===== src/sv/pbei_pkg.sv =====
package pbei_pkg;

  // fixed widths
  localparam int CW    = 32;   // input coordinate
  localparam int AW    = 38;   // short multiplier operand (signed)
  localparam int NW    = 68;   // normal component / long operand (signed)
  localparam int DIGW  = 17;   // digit of the long operand per mac cycle
  localparam int NDIG  = NW / DIGW;
  localparam int ACCW  = 108;  // mac accumulator
  localparam int QW    = 38;   // quotient bits kept by the divider
  localparam int RW    = 112;  // divider remainder
  localparam int VW    = 40;   // solved coordinate
  localparam int PW    = 28;   // point field
  localparam int SZW   = 13;   // size register
  localparam int NCAND = 12;   // box edges

  typedef struct packed {
    logic signed [CW-1:0] v0_x;
    logic signed [CW-1:0] v0_y;
    logic signed [CW-1:0] v0_z;
    logic signed [CW-1:0] v1_x;
    logic signed [CW-1:0] v1_y;
    logic signed [CW-1:0] v1_z;
    logic signed [CW-1:0] v2_x;
    logic signed [CW-1:0] v2_y;
    logic signed [CW-1:0] v2_z;
    logic signed [CW-1:0] v3_x;
    logic signed [CW-1:0] v3_y;
    logic signed [CW-1:0] v3_z;
  } plane_in_t;

  typedef enum logic [1:0] {
    ST_OK           = 2'd0,
    ST_NOT_COPLANAR = 2'd1,
    ST_FEW_POINTS   = 2'd2
  } status_e;

  typedef struct packed {
    logic [PW-1:0] point_x;
    logic [PW-1:0] point_y;
    logic [PW-1:0] point_z;
    logic          point_valid;
    status_e       status;
    logic          last;
  } result_t;

  // classified plane handed from front to back
  typedef struct packed {
    logic signed [CW-1:0] p1_x;
    logic signed [CW-1:0] p1_y;
    logic signed [CW-1:0] p1_z;
    logic signed [NW-1:0] n_x;
    logic signed [NW-1:0] n_y;
    logic signed [NW-1:0] n_z;
    logic                 coplanar;
  } plane_t;

  // init + a0*b0 +/- a1*b1
  typedef struct packed {
    logic signed [ACCW-1:0] init;
    logic signed [AW-1:0]   a0;
    logic signed [NW-1:0]   b0;
    logic signed [AW-1:0]   a1;
    logic signed [NW-1:0]   b1;
    logic                   sub;
  } mac_req_t;

  typedef struct packed {
    logic [PW-1:0] x;
    logic [PW-1:0] y;
    logic [PW-1:0] z;
  } point_t;

  // corner select per edge: {first fixed axis at max, second fixed axis at max}
  localparam logic [1:0] EDGE_SEL [NCAND] = '{
    2'b01, 2'b11, 2'b00, 2'b10,
    2'b00, 2'b11, 2'b01, 2'b10,
    2'b00, 2'b10, 2'b11, 2'b01
  };

  function automatic logic [AW-1:0] abs_a(logic signed [AW-1:0] v);
    return v[AW-1] ? AW'(-v) : AW'(v);
  endfunction

  function automatic logic [NW-1:0] abs_n(logic signed [NW-1:0] v);
    return v[NW-1] ? NW'(-v) : NW'(v);
  endfunction

  function automatic logic [ACCW-1:0] abs_acc(logic signed [ACCW-1:0] v);
    return v[ACCW-1] ? ACCW'(-v) : ACCW'(v);
  endfunction

endpackage


===== src/sv/pbei_queue.sv =====
module pbei_queue (
  input  logic              clk_i,
  input  logic              rst_ni,
  input  logic              push_i,
  input  pbei_pkg::plane_t  rec_i,
  output logic              full_o,
  input  logic              pop_i,
  output logic              empty_o,
  output pbei_pkg::plane_t  head_o
);

  pbei_pkg::plane_t mem_q [2];
  logic             wr_q, rd_q;
  logic [1:0]       cnt_q;

  // two-entry request queue
  always_ff @(posedge clk_i or negedge rst_ni) begin
    if (!rst_ni) begin
      wr_q  <= 1'b0;
      rd_q  <= 1'b0;
      cnt_q <= '0;
    end else begin
      if (push_i) begin
        mem_q[wr_q] <= rec_i;
        wr_q        <= ~wr_q;
      end
      if (pop_i) rd_q <= ~rd_q;
      cnt_q <= cnt_q + {1'b0, push_i} - {1'b0, pop_i};
    end
  end

  assign full_o  = (cnt_q == 2'd2);
  assign empty_o = (cnt_q == 2'd0);
  assign head_o  = mem_q[rd_q];

endmodule


===== config.mk =====
export PLATFORM = sky130hd
export DESIGN_NAME = pbei_queue
export DESIGN_NICKNAME = d
export VERILOG_FILES = /design/src/sv/pbei_pkg.sv /design/src/sv/pbei_queue.sv
export SDC_FILE = /design/constraint.sdc
export NUM_CORES = 1
export LEC_CHECK = 0
export BUFFER_PORTS_ARGS = -buffer_cell sky130_fd_sc_hd__clkbuf_2
export CAP_MARGIN = 20
export CELL_PAD_IN_SITES_DETAIL_PLACEMENT = 0
export CELL_PAD_IN_SITES_GLOBAL_PLACEMENT = 1
export CORE_AREA = 2 2 238 240
export DETAILED_ROUTE_END_ITERATION = 8
export DIE_AREA = 0 0 240 242
export PLACE_DENSITY_LB_ADDON = 0.1
export SLEW_MARGIN = 10
export SYNTH_ARGS = -nofsm -noshare
export SYNTH_HDL_FRONTEND = slang
export SYNTH_SLANG_ARGS = --single-unit
export TNS_END_PERCENT = 5

===== constraint.sdc =====
create_clock -name clk_i -period 8.7 [get_ports clk_i]
set_input_delay 1.74 -clock clk_i [delete_from_list [all_inputs] [get_ports clk_i]]
set_output_delay 1.74 -clock clk_i [all_outputs]
set_load 0.01 [all_outputs]

==> impl_metrics.yaml <==
detailed_routing:
  num_vias: 11400
  via_per_inst: 4.72
  wl_per_cell_um: 22.8
  dr.first_iter.drc_count: 590
  ant_nets: 0
  drcViolationCount: 0
  wl_mm: 55.3
  dr.pass1.iters: 4
timing:
  fin_worst_hold_slack_ps: 497
  max_slew.worst_pin.slew_ps: 1220
  setup-violations-final: 0
  slew_viol_final: 0
  period_needed_ps: 5170
  tns_ps: 0
  rsz0062_at_grt: "false"
  finalHoldViolCount: 0
  setup_ws_ps: 3530
  post-route-period-util_pct: 59.4
  skew_ps: 10.9
  timing.fmax_mhz: 193
  relSlewSlack_pct: 18.7
synthesis:
  synthTopCellsByCount: "edfxtp_1, mux2_4, buf_12"
  synth_seq_area_share_pct: 78.1
  syn_area_per_cell_um2: 24.5
  synth_top_family_by_area: "multiplexers"
  ys_seq_elements: 606
  yosysTopAreaCell: "edfxtp_1"
  synth_most_common_cell: "edfxtp_1"
  synth_xor_area_share_pct: 0.177
  syn_inst: 952
  synthTopCellsByArea: "edfxtp_1, mux2_4, buf_12"
  synth_compound_area_share_pct: 0
  synth_edf_count: 602
  yosysWarningCount: 0
  ys_async_sr_fraction_pct: 0.660
  synthesis.area_um2: 23300
  yosys.area_share.simple_pct: 0.107
  synth_mux_area_share_pct: 19.1
  synth_ff_type: "edfxtp_1"
  syn-num-nets: 1259
  yosys.area_share.adder_pct: 0.107
  synth_cell_types: 15
  synth.top_cell.area_share_pct: 77.7
place:
  place_inst: 2292
  hpwl_mm: 38.4
  place_ws_ps: 4100
  io_buffer_count: 607
  globalplace.congestion: 0.782
  post_dp_cell_area_um2: 26800
clock_network:
  insertion_delay_ps: 580
  cts_tree: "done"
  cts_buffers: 67
  cts_resized: 0
  holdBufCountCts: 0
  numClockSinks: 606
  cts_root_buf: "clkbuf_16"
  cts_setup_buffers: 0
  cts-root-to-sink-buffers: 3
  clkTransAtPathRegs_ps: 50
  htreeDepth: 3
worst_setup_path:
  r2r_slack_ps: 6270
  worstRegToRegCells: 2
  startpoint_type: "flip-flop"
  startpoint: "rd_q$_DFFE_PN0P_"
  path_cells: "buf_4, buf_12, mux2_4, clkbuf_2"
  r2r-end: "mem_q[1][187]$_DFFE_PP_"
  max_stage_delay_ps: 950
  critPathCaptureType: "primary output"
  slowest_stage: "dfrtp_4"
  crit_end: "head_o[40]"
  worst-path-max-fanout: 74
  r2r-start: "wr_q$_DFFE_PN0P_"
  critical_path_depth: 4
  worst-path-buf-inv: 3
  cp.required_ps: 6960
  critPathTopFamily: "buffers and inverters"
  worstPathArrival_ps: 3430
  path_class: "reg2out"
finish:
  syn2layout_area_growth_pct: 24.1
  final_cells: 2423
  nets: 1912
  multi_input_area_um2: 4540
  drive_gt1_share_pct: 60.9
  finalCoreUtilization_pct: 51.8
  final_area_um2: 28900
  nFillCells: 4640
  seq_area_um2: 18200
global_route:
  globalRouteTotalUtil_pct: 18.6
  grt_overflow: 0
  antenna_found_initial: 25
  grt_pass1_vias: 11800
  grt_pass1_wl_mm: 77.5
  grt_max_degree: 158
pwr:
  power.total_mw: 8.91
  peakVddDrop_uv: 271
  p_leak_nw: 11.6
  p_per_area_nw_per_um2: 308
floorplan:
  rows: 87
  die_y_um: 242
  core_um2: 55700
  fp.dieW_um: 240
  io_pins: 608
  die-area_um2: 58100
  start_util_pct: 41.8
min_path:
  hold_path_class: "reg2reg"
status:
  status: "finished clean"
run:
  cap_violations: 0
[worst min-delay path by stage]
stage / startpoint / end / slack [ps] / cells past startpoint
2_1_floorplan: wr_q$_DFFE_PN0P_ / wr_q$_DFFE_PN0P_ / 450 / 1
3_3_place_gp: wr_q$_DFFE_PN0P_ / wr_q$_DFFE_PN0P_ / 480 / 1
3_5_place_dp: wr_q$_DFFE_PN0P_ / wr_q$_DFFE_PN0P_ / 480 / 1
4_1_cts: wr_q$_DFFE_PN0P_ / wr_q$_DFFE_PN0P_ / 500 / 1
5_1_grt: wr_q$_DFFE_PN0P_ / wr_q$_DFFE_PN0P_ / 520 / 1
6_report: wr_q$_DFFE_PN0P_ / wr_q$_DFFE_PN0P_ / 500 / 1
[where the power goes]
part / switching, mW / internal, mW
clock network: 1.08 / 1.54
registers: 0.127 / 3.58
logic: 1.30 / 1.29
[area by class of cell]
class | instances | share of cell area (%)
inverter | 2 | 0.0260
timing repair buffer | 618 | 10.9
antenna | 14 | 0.121
sequential | 606 | 62.9
multi-input combinational | 310 | 15.7
clock buffer | 85 | 6.33
clock inverter | 32 | 0.658
tap | 756 | 3.27
[per-layer routing]
layer	up-vias	GRT usage, %	routed length (µm)
met4	20	8.82	1810
met2	427	30.8	27700
met5	-	0	144
met1	5742	20.5	20200
met3	104	7.92	5480
li1	5145	-	-
[state kept, by name, summed over array words and instances (netlist names)]
name and flops:
rd_q 1, cnt_q 2, wr_q 1, mem_q 602
[logic make-up (layout without fill, tap and decap cells)]
logic type	count (synthesis)	count (layout)
XOR/XNOR	3	3
adder cells (fa/ha/maj)	2	2
buffers and inverters	36	737
flip-flops	606	606
multiplexers	301	301
other	0	14
AND/OR/NAND/NOR	4	4
[cells in the final DEF, fill, tap and decap left out, drive strengths merged]
cell / n
inv: 3
buf: 11
clkbuf: 692
ha: 2
edfxtp: 602
and3: 1
xor3: 1
nor2: 1
and3b: 1
clkinv: 29
xor2: 2
nor2b: 1
dfrtp: 4
diode: 14
bufinv: 2
mux2: 301
Note: power is estimated with default switching activity, not from simulation.
