<file path="config.mk">
export PLATFORM = sky130hd
export DESIGN_NAME = pbei_front
export DESIGN_NICKNAME = d
export VERILOG_FILES = /design/src/sv/pbei_pkg.sv /design/src/sv/pbei_mac.sv /design/src/sv/pbei_front.sv
export SDC_FILE = /design/constraint.sdc
export NUM_CORES = 2
export LEC_CHECK = 0
export BUFFER_PORTS_ARGS = -buffer_cell sky130_fd_sc_hd__buf_2
export CAP_MARGIN = 25
export CORE_MARGIN = 5
export CORE_UTILIZATION = 30
export DETAILED_ROUTE_END_ITERATION = 10
export MAX_ROUTING_LAYER = met4
export PLACE_DENSITY_LB_ADDON = 0.05
export SLEW_MARGIN = 0
export SYNTH_ARGS = -nofsm -noshare
export SYNTH_HDL_FRONTEND = slang
export SYNTH_HIERARCHICAL = 1
export SYNTH_SLANG_ARGS = --single-unit
</file>
<file path="constraint.sdc">
create_clock -name clk_i -period 19.67 [get_ports clk_i]
set_input_delay 2.9505 -clock clk_i [delete_from_list [all_inputs] [get_ports clk_i]]
set_output_delay 2.9505 -clock clk_i [all_outputs]
set_load 0.1 [all_outputs]
</file>
<file path="src/sv/pbei_pkg.sv">
package pbei_pkg;

  // fixed widths
  localparam int CW    = 32;   // input coordinate
  localparam int AW    = 38;   // short multiplier operand (signed)
  localparam int NW    = 68;   // normal component / long operand (signed)
  localparam int DIGW  = 17;   // digit of the long operand per mac cycle
  localparam int NDIG  = NW / DIGW;
  localparam int ACCW  = 108;  // mac accumulator
  localparam int QW    = 38;   // quotient bits kept by the divider
  localparam int RW    = 112;  // divider remainder
  localparam int VW    = 40;   // solved coordinate
  localparam int PW    = 28;   // point field
  localparam int SZW   = 13;   // size register
  localparam int NCAND = 12;   // box edges

  typedef struct packed {
    logic signed [CW-1:0] v0_x;
    logic signed [CW-1:0] v0_y;
    logic signed [CW-1:0] v0_z;
    logic signed [CW-1:0] v1_x;
    logic signed [CW-1:0] v1_y;
    logic signed [CW-1:0] v1_z;
    logic signed [CW-1:0] v2_x;
    logic signed [CW-1:0] v2_y;
    logic signed [CW-1:0] v2_z;
    logic signed [CW-1:0] v3_x;
    logic signed [CW-1:0] v3_y;
    logic signed [CW-1:0] v3_z;
  } plane_in_t;

  typedef enum logic [1:0] {
    ST_OK           = 2'd0,
    ST_NOT_COPLANAR = 2'd1,
    ST_FEW_POINTS   = 2'd2
  } status_e;

  typedef struct packed {
    logic [PW-1:0] point_x;
    logic [PW-1:0] point_y;
    logic [PW-1:0] point_z;
    logic          point_valid;
    status_e       status;
    logic          last;
  } result_t;

  // classified plane handed from front to back
  typedef struct packed {
    logic signed [CW-1:0] p1_x;
    logic signed [CW-1:0] p1_y;
    logic signed [CW-1:0] p1_z;
    logic signed [NW-1:0] n_x;
    logic signed [NW-1:0] n_y;
    logic signed [NW-1:0] n_z;
    logic                 coplanar;
  } plane_t;

  // init + a0*b0 +/- a1*b1
  typedef struct packed {
    logic signed [ACCW-1:0] init;
    logic signed [AW-1:0]   a0;
    logic signed [NW-1:0]   b0;
    logic signed [AW-1:0]   a1;
    logic signed [NW-1:0]   b1;
    logic                   sub;
  } mac_req_t;

  typedef struct packed {
    logic [PW-1:0] x;
    logic [PW-1:0] y;
    logic [PW-1:0] z;
  } point_t;

  // corner select per edge: {first fixed axis at max, second fixed axis at max}
  localparam logic [1:0] EDGE_SEL [NCAND] = '{
    2'b01, 2'b11, 2'b00, 2'b10,
    2'b00, 2'b11, 2'b01, 2'b10,
    2'b00, 2'b10, 2'b11, 2'b01
  };

  function automatic logic [AW-1:0] abs_a(logic signed [AW-1:0] v);
    return v[AW-1] ? AW'(-v) : AW'(v);
  endfunction

  function automatic logic [NW-1:0] abs_n(logic signed [NW-1:0] v);
    return v[NW-1] ? NW'(-v) : NW'(v);
  endfunction

  function automatic logic [ACCW-1:0] abs_acc(logic signed [ACCW-1:0] v);
    return v[ACCW-1] ? ACCW'(-v) : ACCW'(v);
  endfunction

endpackage

</file>
<file path="src/sv/pbei_mac.sv">
module pbei_mac (
  input  logic                           clk_i,
  input  logic                           rst_ni,
  input  logic                           go_i,
  input  pbei_pkg::mac_req_t             req_i,
  output logic                           done_o,
  output logic [pbei_pkg::ACCW-1:0]      res_o
);

  localparam int DGW = $clog2(pbei_pkg::NDIG);

  logic                           busy_q, term_q, done_q;
  logic [DGW-1:0]                 dig_q;
  logic [pbei_pkg::AW-1:0]        am_q [2];
  logic [pbei_pkg::NW-1:0]        bm_q [2];
  logic                           neg_q [2];
  logic [pbei_pkg::ACCW-1:0]      acc_q, acc_d, sh;
  logic [pbei_pkg::DIGW-1:0]      digit;
  logic [pbei_pkg::AW+pbei_pkg::DIGW-1:0] pp;

  // one digit partial product per cycle, accumulated with sign
  always_comb begin
    digit = bm_q[term_q][dig_q*pbei_pkg::DIGW +: pbei_pkg::DIGW];
    pp    = am_q[term_q] * digit;
    sh    = pbei_pkg::ACCW'(pp) << (pbei_pkg::DIGW * dig_q);
    acc_d = neg_q[term_q] ? acc_q - sh : acc_q + sh;
  end

  // sequencer over two terms of NDIG digits
  always_ff @(posedge clk_i or negedge rst_ni) begin
    if (!rst_ni) begin
      busy_q <= 1'b0;
      done_q <= 1'b0;
      term_q <= 1'b0;
      dig_q  <= '0;
    end else begin
      done_q <= busy_q && term_q && (dig_q == DGW'(pbei_pkg::NDIG - 1));
      if (go_i && !busy_q) begin
        busy_q   <= 1'b1;
        term_q   <= 1'b0;
        dig_q    <= '0;
        acc_q    <= req_i.init;
        am_q[0]  <= pbei_pkg::abs_a(req_i.a0);
        bm_q[0]  <= pbei_pkg::abs_n(req_i.b0);
        neg_q[0] <= req_i.a0[pbei_pkg::AW-1] ^ req_i.b0[pbei_pkg::NW-1];
        am_q[1]  <= pbei_pkg::abs_a(req_i.a1);
        bm_q[1]  <= pbei_pkg::abs_n(req_i.b1);
        neg_q[1] <= req_i.a1[pbei_pkg::AW-1] ^ req_i.b1[pbei_pkg::NW-1] ^ req_i.sub;
      end else if (busy_q) begin
        acc_q <= acc_d;
        if (dig_q == DGW'(pbei_pkg::NDIG - 1)) begin
          dig_q <= '0;
          if (term_q) begin
            busy_q <= 1'b0;
          end else begin
            term_q <= 1'b1;
          end
        end else begin
          dig_q <= dig_q + 1'b1;
        end
      end
    end
  end

  assign done_o = done_q;
  assign res_o  = acc_q;

endmodule

</file>
<file path="src/sv/pbei_front.sv">
module pbei_front (
  input  logic                  clk_i,
  input  logic                  rst_ni,
  input  logic                  start_i,
  input  pbei_pkg::plane_in_t   plane_i,
  output logic                  busy_o,
  output logic                  push_o,
  output pbei_pkg::plane_t      rec_o,
  input  logic                  full_i
);

  typedef enum logic [1:0] {F_IDLE, F_RUN, F_PUSH} state_e;

  state_e                        state_q;
  logic [2:0]                    step_q;
  logic                          issued_q, copl_q;
  pbei_pkg::plane_in_t           v_q;
  logic signed [pbei_pkg::NW-1:0]   nx_q, ny_q, nz_q;
  logic signed [pbei_pkg::ACCW-1:0] pf_q;
  logic signed [32:0]            ax, ay, az, bx, by, bz, dx, dy, dz;
  pbei_pkg::mac_req_t            req;
  logic                          go, mac_done;
  logic [pbei_pkg::ACCW-1:0]     mac_res;

  // edge vectors from vertex 1
  always_comb begin
    ax = 33'(v_q.v2_x) - 33'(v_q.v1_x);
    ay = 33'(v_q.v2_y) - 33'(v_q.v1_y);
    az = 33'(v_q.v2_z) - 33'(v_q.v1_z);
    bx = 33'(v_q.v3_x) - 33'(v_q.v1_x);
    by = 33'(v_q.v3_y) - 33'(v_q.v1_y);
    bz = 33'(v_q.v3_z) - 33'(v_q.v1_z);
    dx = 33'(v_q.v0_x) - 33'(v_q.v1_x);
    dy = 33'(v_q.v0_y) - 33'(v_q.v1_y);
    dz = 33'(v_q.v0_z) - 33'(v_q.v1_z);
  end

  // operand decoder: three normal components, then the coplanar sum
  always_comb begin
    req = '0;
    unique case (step_q)
      3'd0: begin
        req.a0 = pbei_pkg::AW'(ay); req.b0 = pbei_pkg::NW'(bz);
        req.a1 = pbei_pkg::AW'(az); req.b1 = pbei_pkg::NW'(by); req.sub = 1'b1;
      end
      3'd1: begin
        req.a0 = pbei_pkg::AW'(ax); req.b0 = pbei_pkg::NW'(bz);
        req.a1 = pbei_pkg::AW'(bx); req.b1 = pbei_pkg::NW'(az); req.sub = 1'b1;
      end
      3'd2: begin
        req.a0 = pbei_pkg::AW'(ax); req.b0 = pbei_pkg::NW'(by);
        req.a1 = pbei_pkg::AW'(bx); req.b1 = pbei_pkg::NW'(ay); req.sub = 1'b1;
      end
      3'd3: begin
        req.a0 = pbei_pkg::AW'(dx); req.b0 = nx_q;
        req.a1 = pbei_pkg::AW'(dy); req.b1 = ny_q; req.sub = 1'b1;
      end
      3'd4: begin
        req.init = pf_q;
        req.a0 = pbei_pkg::AW'(dz); req.b0 = nz_q;
      end
      default: req = '0;
    endcase
  end

  assign go = (state_q == F_RUN) && !issued_q;

  pbei_mac u_mac (
    .clk_i  (clk_i),
    .rst_ni (rst_ni),
    .go_i   (go),
    .req_i  (req),
    .done_o (mac_done),
    .res_o  (mac_res)
  );

  // control and plane capture
  always_ff @(posedge clk_i or negedge rst_ni) begin
    if (!rst_ni) begin
      state_q  <= F_IDLE;
      step_q   <= '0;
      issued_q <= 1'b0;
    end else begin
      unique case (state_q)
        F_IDLE: begin
          if (start_i) begin
            v_q      <= plane_i;
            step_q   <= '0;
            issued_q <= 1'b0;
            state_q  <= F_RUN;
          end
        end
        F_RUN: begin
          if (go) issued_q <= 1'b1;
          if (mac_done) begin
            issued_q <= 1'b0;
            step_q   <= step_q + 1'b1;
            case (step_q)
              3'd0: nx_q <= pbei_pkg::NW'(mac_res);
              3'd1: ny_q <= pbei_pkg::NW'(mac_res);
              3'd2: nz_q <= pbei_pkg::NW'(mac_res);
              3'd3: pf_q <= mac_res;
              default: begin
                copl_q  <= (mac_res == '0);
                state_q <= F_PUSH;
              end
            endcase
          end
        end
        F_PUSH: begin
          if (!full_i) state_q <= F_IDLE;
        end
        default: state_q <= F_IDLE;
      endcase
    end
  end

  always_comb begin
    rec_o.p1_x     = v_q.v1_x;
    rec_o.p1_y     = v_q.v1_y;
    rec_o.p1_z     = v_q.v1_z;
    rec_o.n_x      = nx_q;
    rec_o.n_y      = ny_q;
    rec_o.n_z      = nz_q;
    rec_o.coplanar = copl_q;
  end

  assign push_o = (state_q == F_PUSH) && !full_i;
  assign busy_o = (state_q != F_IDLE);

endmodule

</file>
==> impl_results.md <==
* Most frequent cells in the layout: nand2_1 (1122), edfxtp_1 (1019), inv_1 (920), buf_2 (691), a21oi_1 (600)
* Max-cap violations at 0
* Row cnt at between 200 and 250
* Delay-heaviest family, CP: adder cells
* Post-synth EDFFs at ~1.0k
* Via count at just under 80k
* Ys flop type: edfxtp_1
* Hold Fails Final Rpt at 0
* Commonest non-fill, non-tap cell in the layout: nand2_1
* CORE AREA at 300000 um^2
* Longest Clk Path Bufs at 4
* Resized cells post-CTS at 0
* Port Buf Inserts at 690
* Crit Path Class: reg2reg
* Cts hold-fix bufs at 0
* Largest net degree at the start of global routing at approximately 140
* Final #Nets at between 10k and 15k
* Worst Skew at approximately 0.08 ns
* H-tree Lvls at 4
* Post-Synthesis Cells at around 9.4k
* Root Buffer: clkbuf_16
* Sink Count at 1030
* Setup bufs post-CTS at 0
* WP data required at 20.33 ns
* Fmax at ~0.060 GHz
* Reg2Reg Depth at 47
* Final setup viols at 0
* Antenna-violating nets left at 0
* Area Growth Syn to Fin at 13.4%
* Layout cells sized above 1 at 0.131
* Number of global-route vias before repair at between 70k and 80k
* Crit. End Element: flop
* Slew Limit Fails at 0
* Worst endpoint data arrival time at 17.46 ns
* Min cycle time layout at approximately 17 ns
* Tot GR Track Use at 0.291
* Initial DRC Count at slightly above 8k
* Crit Path Max Fanout at 37
* Avg WL per Cell at roughly 32 um
* DP Wirelength at ~370 mm
* Worst Setup Start Kind: flop
* Remaining Overflow, GRT at 0
* Period Utilization, post-route at 0.854
* Tightest Hold Check Type: reg2reg
* Buffers and inverters on the worst path at 10
* Number of remaining DRC errors at 0
* Synth async-reset ratio at 0.0107
* Initial antenna violation count at 43
* Post-Route WL at ~450 mm
* Clk Latency, worst-skew pair at between 0.8 and 0.9 ns
* Ports at between 600 and 700
* Die width at 559 um
* TritonCTS clock tree: done
* Die Area at roughly 310000 um^2
* Synthesized Nets at 10.9k
* Setup TNS at 0 ns
* Post-Layout Inst Area at 102000 um^2
* Post-synthesis average cell area at 9.61 um^2
* Cell area after synthesis at between 90000 and 100000 um^2
* Pre-antenna DRT Iters at 10
* Status: finished, final reports clean
* Initial Util at 0.301
* Worst slew margin at 0.108
* Worst Tran Pin Value at 1.34 ns
* Chip height at around 560 um
* Clk pin slew, worst setup/hold paths at 0.06 ns
* Final RePlAce weighted congestion at between 0.9 and 1
* Unique cell type count in the Yosys netlist at around 110
* Yosys warnings at 6
* Hold path cells at 0
* Worst path depth at 47
* Post-layout util at 0.341
* Placed Area at 97900 um^2
* RSZ-0062 raised after global routing: no
* Seq/Total Area, Yosys at 0.342
* Peak per-stage delay on the critical path at between 0.9 and 1 ns
* Num CTS Buffers at about 140
* Vias/cell at around 5.6
* Crit-path slowest cell: dfrtp_4
* Synthesis-stage register bit count at 1030
* First-pass GRT wire length at 624 mm
-- layout make-up --
class,count,area [um^2]
repair buffers,849,4750
flip-flops and latches,1030,30900
multi-input cells,6922,53900
inverters,923,3460
fillers,31000,197000
clock buffers,167,3650
clock inverters,78,768
well taps,3958,4950
diodes,17,42.5
-- sequential cells by signal, indices dropped and copies added, names as in the netlist, 68 cells and up --
signal	count
u_mac/bm_q	136
v_q	288
nx_q	68
rec_o	96
nz_q	68
u_mac/am_q	76
pf_q	108
u_mac/res_o	108
ny_q	68
-- cells in the mapped netlist, types with 111 or more instances --
cell | count | area, um^2
edfxtp_1 | 1019 | 30600
inv_1 | 921 | 3460
nor2_1 | 555 | 2080
ha_1 | 535 | 6690
and3_1 | 170 | 1060
nand2_1 | 1136 | 4260
o21ai_0 | 448 | 2240
xnor2_1 | 466 | 4080
o31ai_1 | 111 | 833
clkbuf_1 | 372 | 1400
xor2_1 | 195 | 1710
nand3_1 | 123 | 616
a21oi_1 | 600 | 3000
a21o_1 | 226 | 1700
fa_1 | 549 | 11000
-- worst reg2reg max path: cells and delay by family, from the launching register on --
| family | cells | cell delay, ns |
|---|---|---|
| multiplexers | 2 | 0.44 |
| AND/OR/NAND/NOR | 14 | 4.39 |
| adder cells (fa/ha/maj) | 8 | 4.36 |
| flip-flops | 1 | 0.92 |
| AO/OA/AOI/OAI | 11 | 3.89 |
| XOR/XNOR | 2 | 0.80 |
| buffers and inverters | 10 | 1.85 |
-- through the flow --
step | instances | setup WS, ns | hold WS (ns)
after floorplan | 9394 | 6.18 | 0.451
after global placement | 13700 | 2.62 | 0.464
after detailed placement | 13700 | 3.10 | 0.483
after CTS | 13900 | 3.05 | 0.498
after global routing | 13900 | 1.98 | 0.520
final | 13900 | 2.86 | 0.501
-- cell families (layout without fill, tap and decap cells) --
family,Yosys count,count (layout),share of synthesized area
flops,1030,1030,0.342
fa+ha+maj,1084,1084,0.196
xor+xnor,661,661,0.0641
buf+inv,1442,2017,0.0644
mux,125,125,0.0192
other cells,0,17,0
simple gates,2718,2718,0.142
compound gates,2334,2334,0.172
-- per-layer routing --
layer | vias to the layer above | global-route usage | wire [um]
met4 | 0 | 0.0954 | 17500
met5 | - | - | 0
met1 | 39900 | 0.394 | 202000
met2 | 3082 | 0.457 | 208000
li1 | 34400 | - | -
met3 | 485 | 0.0310 | 25100
-- worst paths after layout --
kind / slack [ns] / startpoint / end
worst max register to register: 2.86 / u_mac/term_q / u_mac/res_o[106]
worst min-delay path: 0.50 / u_mac/res_o[105] / pf_q[105]
worst min register to register: 0.50 / u_mac/res_o[105] / pf_q[105]
min in group asynchronous: 2.08 / rst_ni / state_q[0]
worst max-delay path: 2.86 / u_mac/term_q / u_mac/res_o[106]
max in group asynchronous: 17.24 / rst_ni / step_q[2]
Power is not shown: default switching activity piles up to over one toggle a cycle in this logic, so the estimate is an artifact.
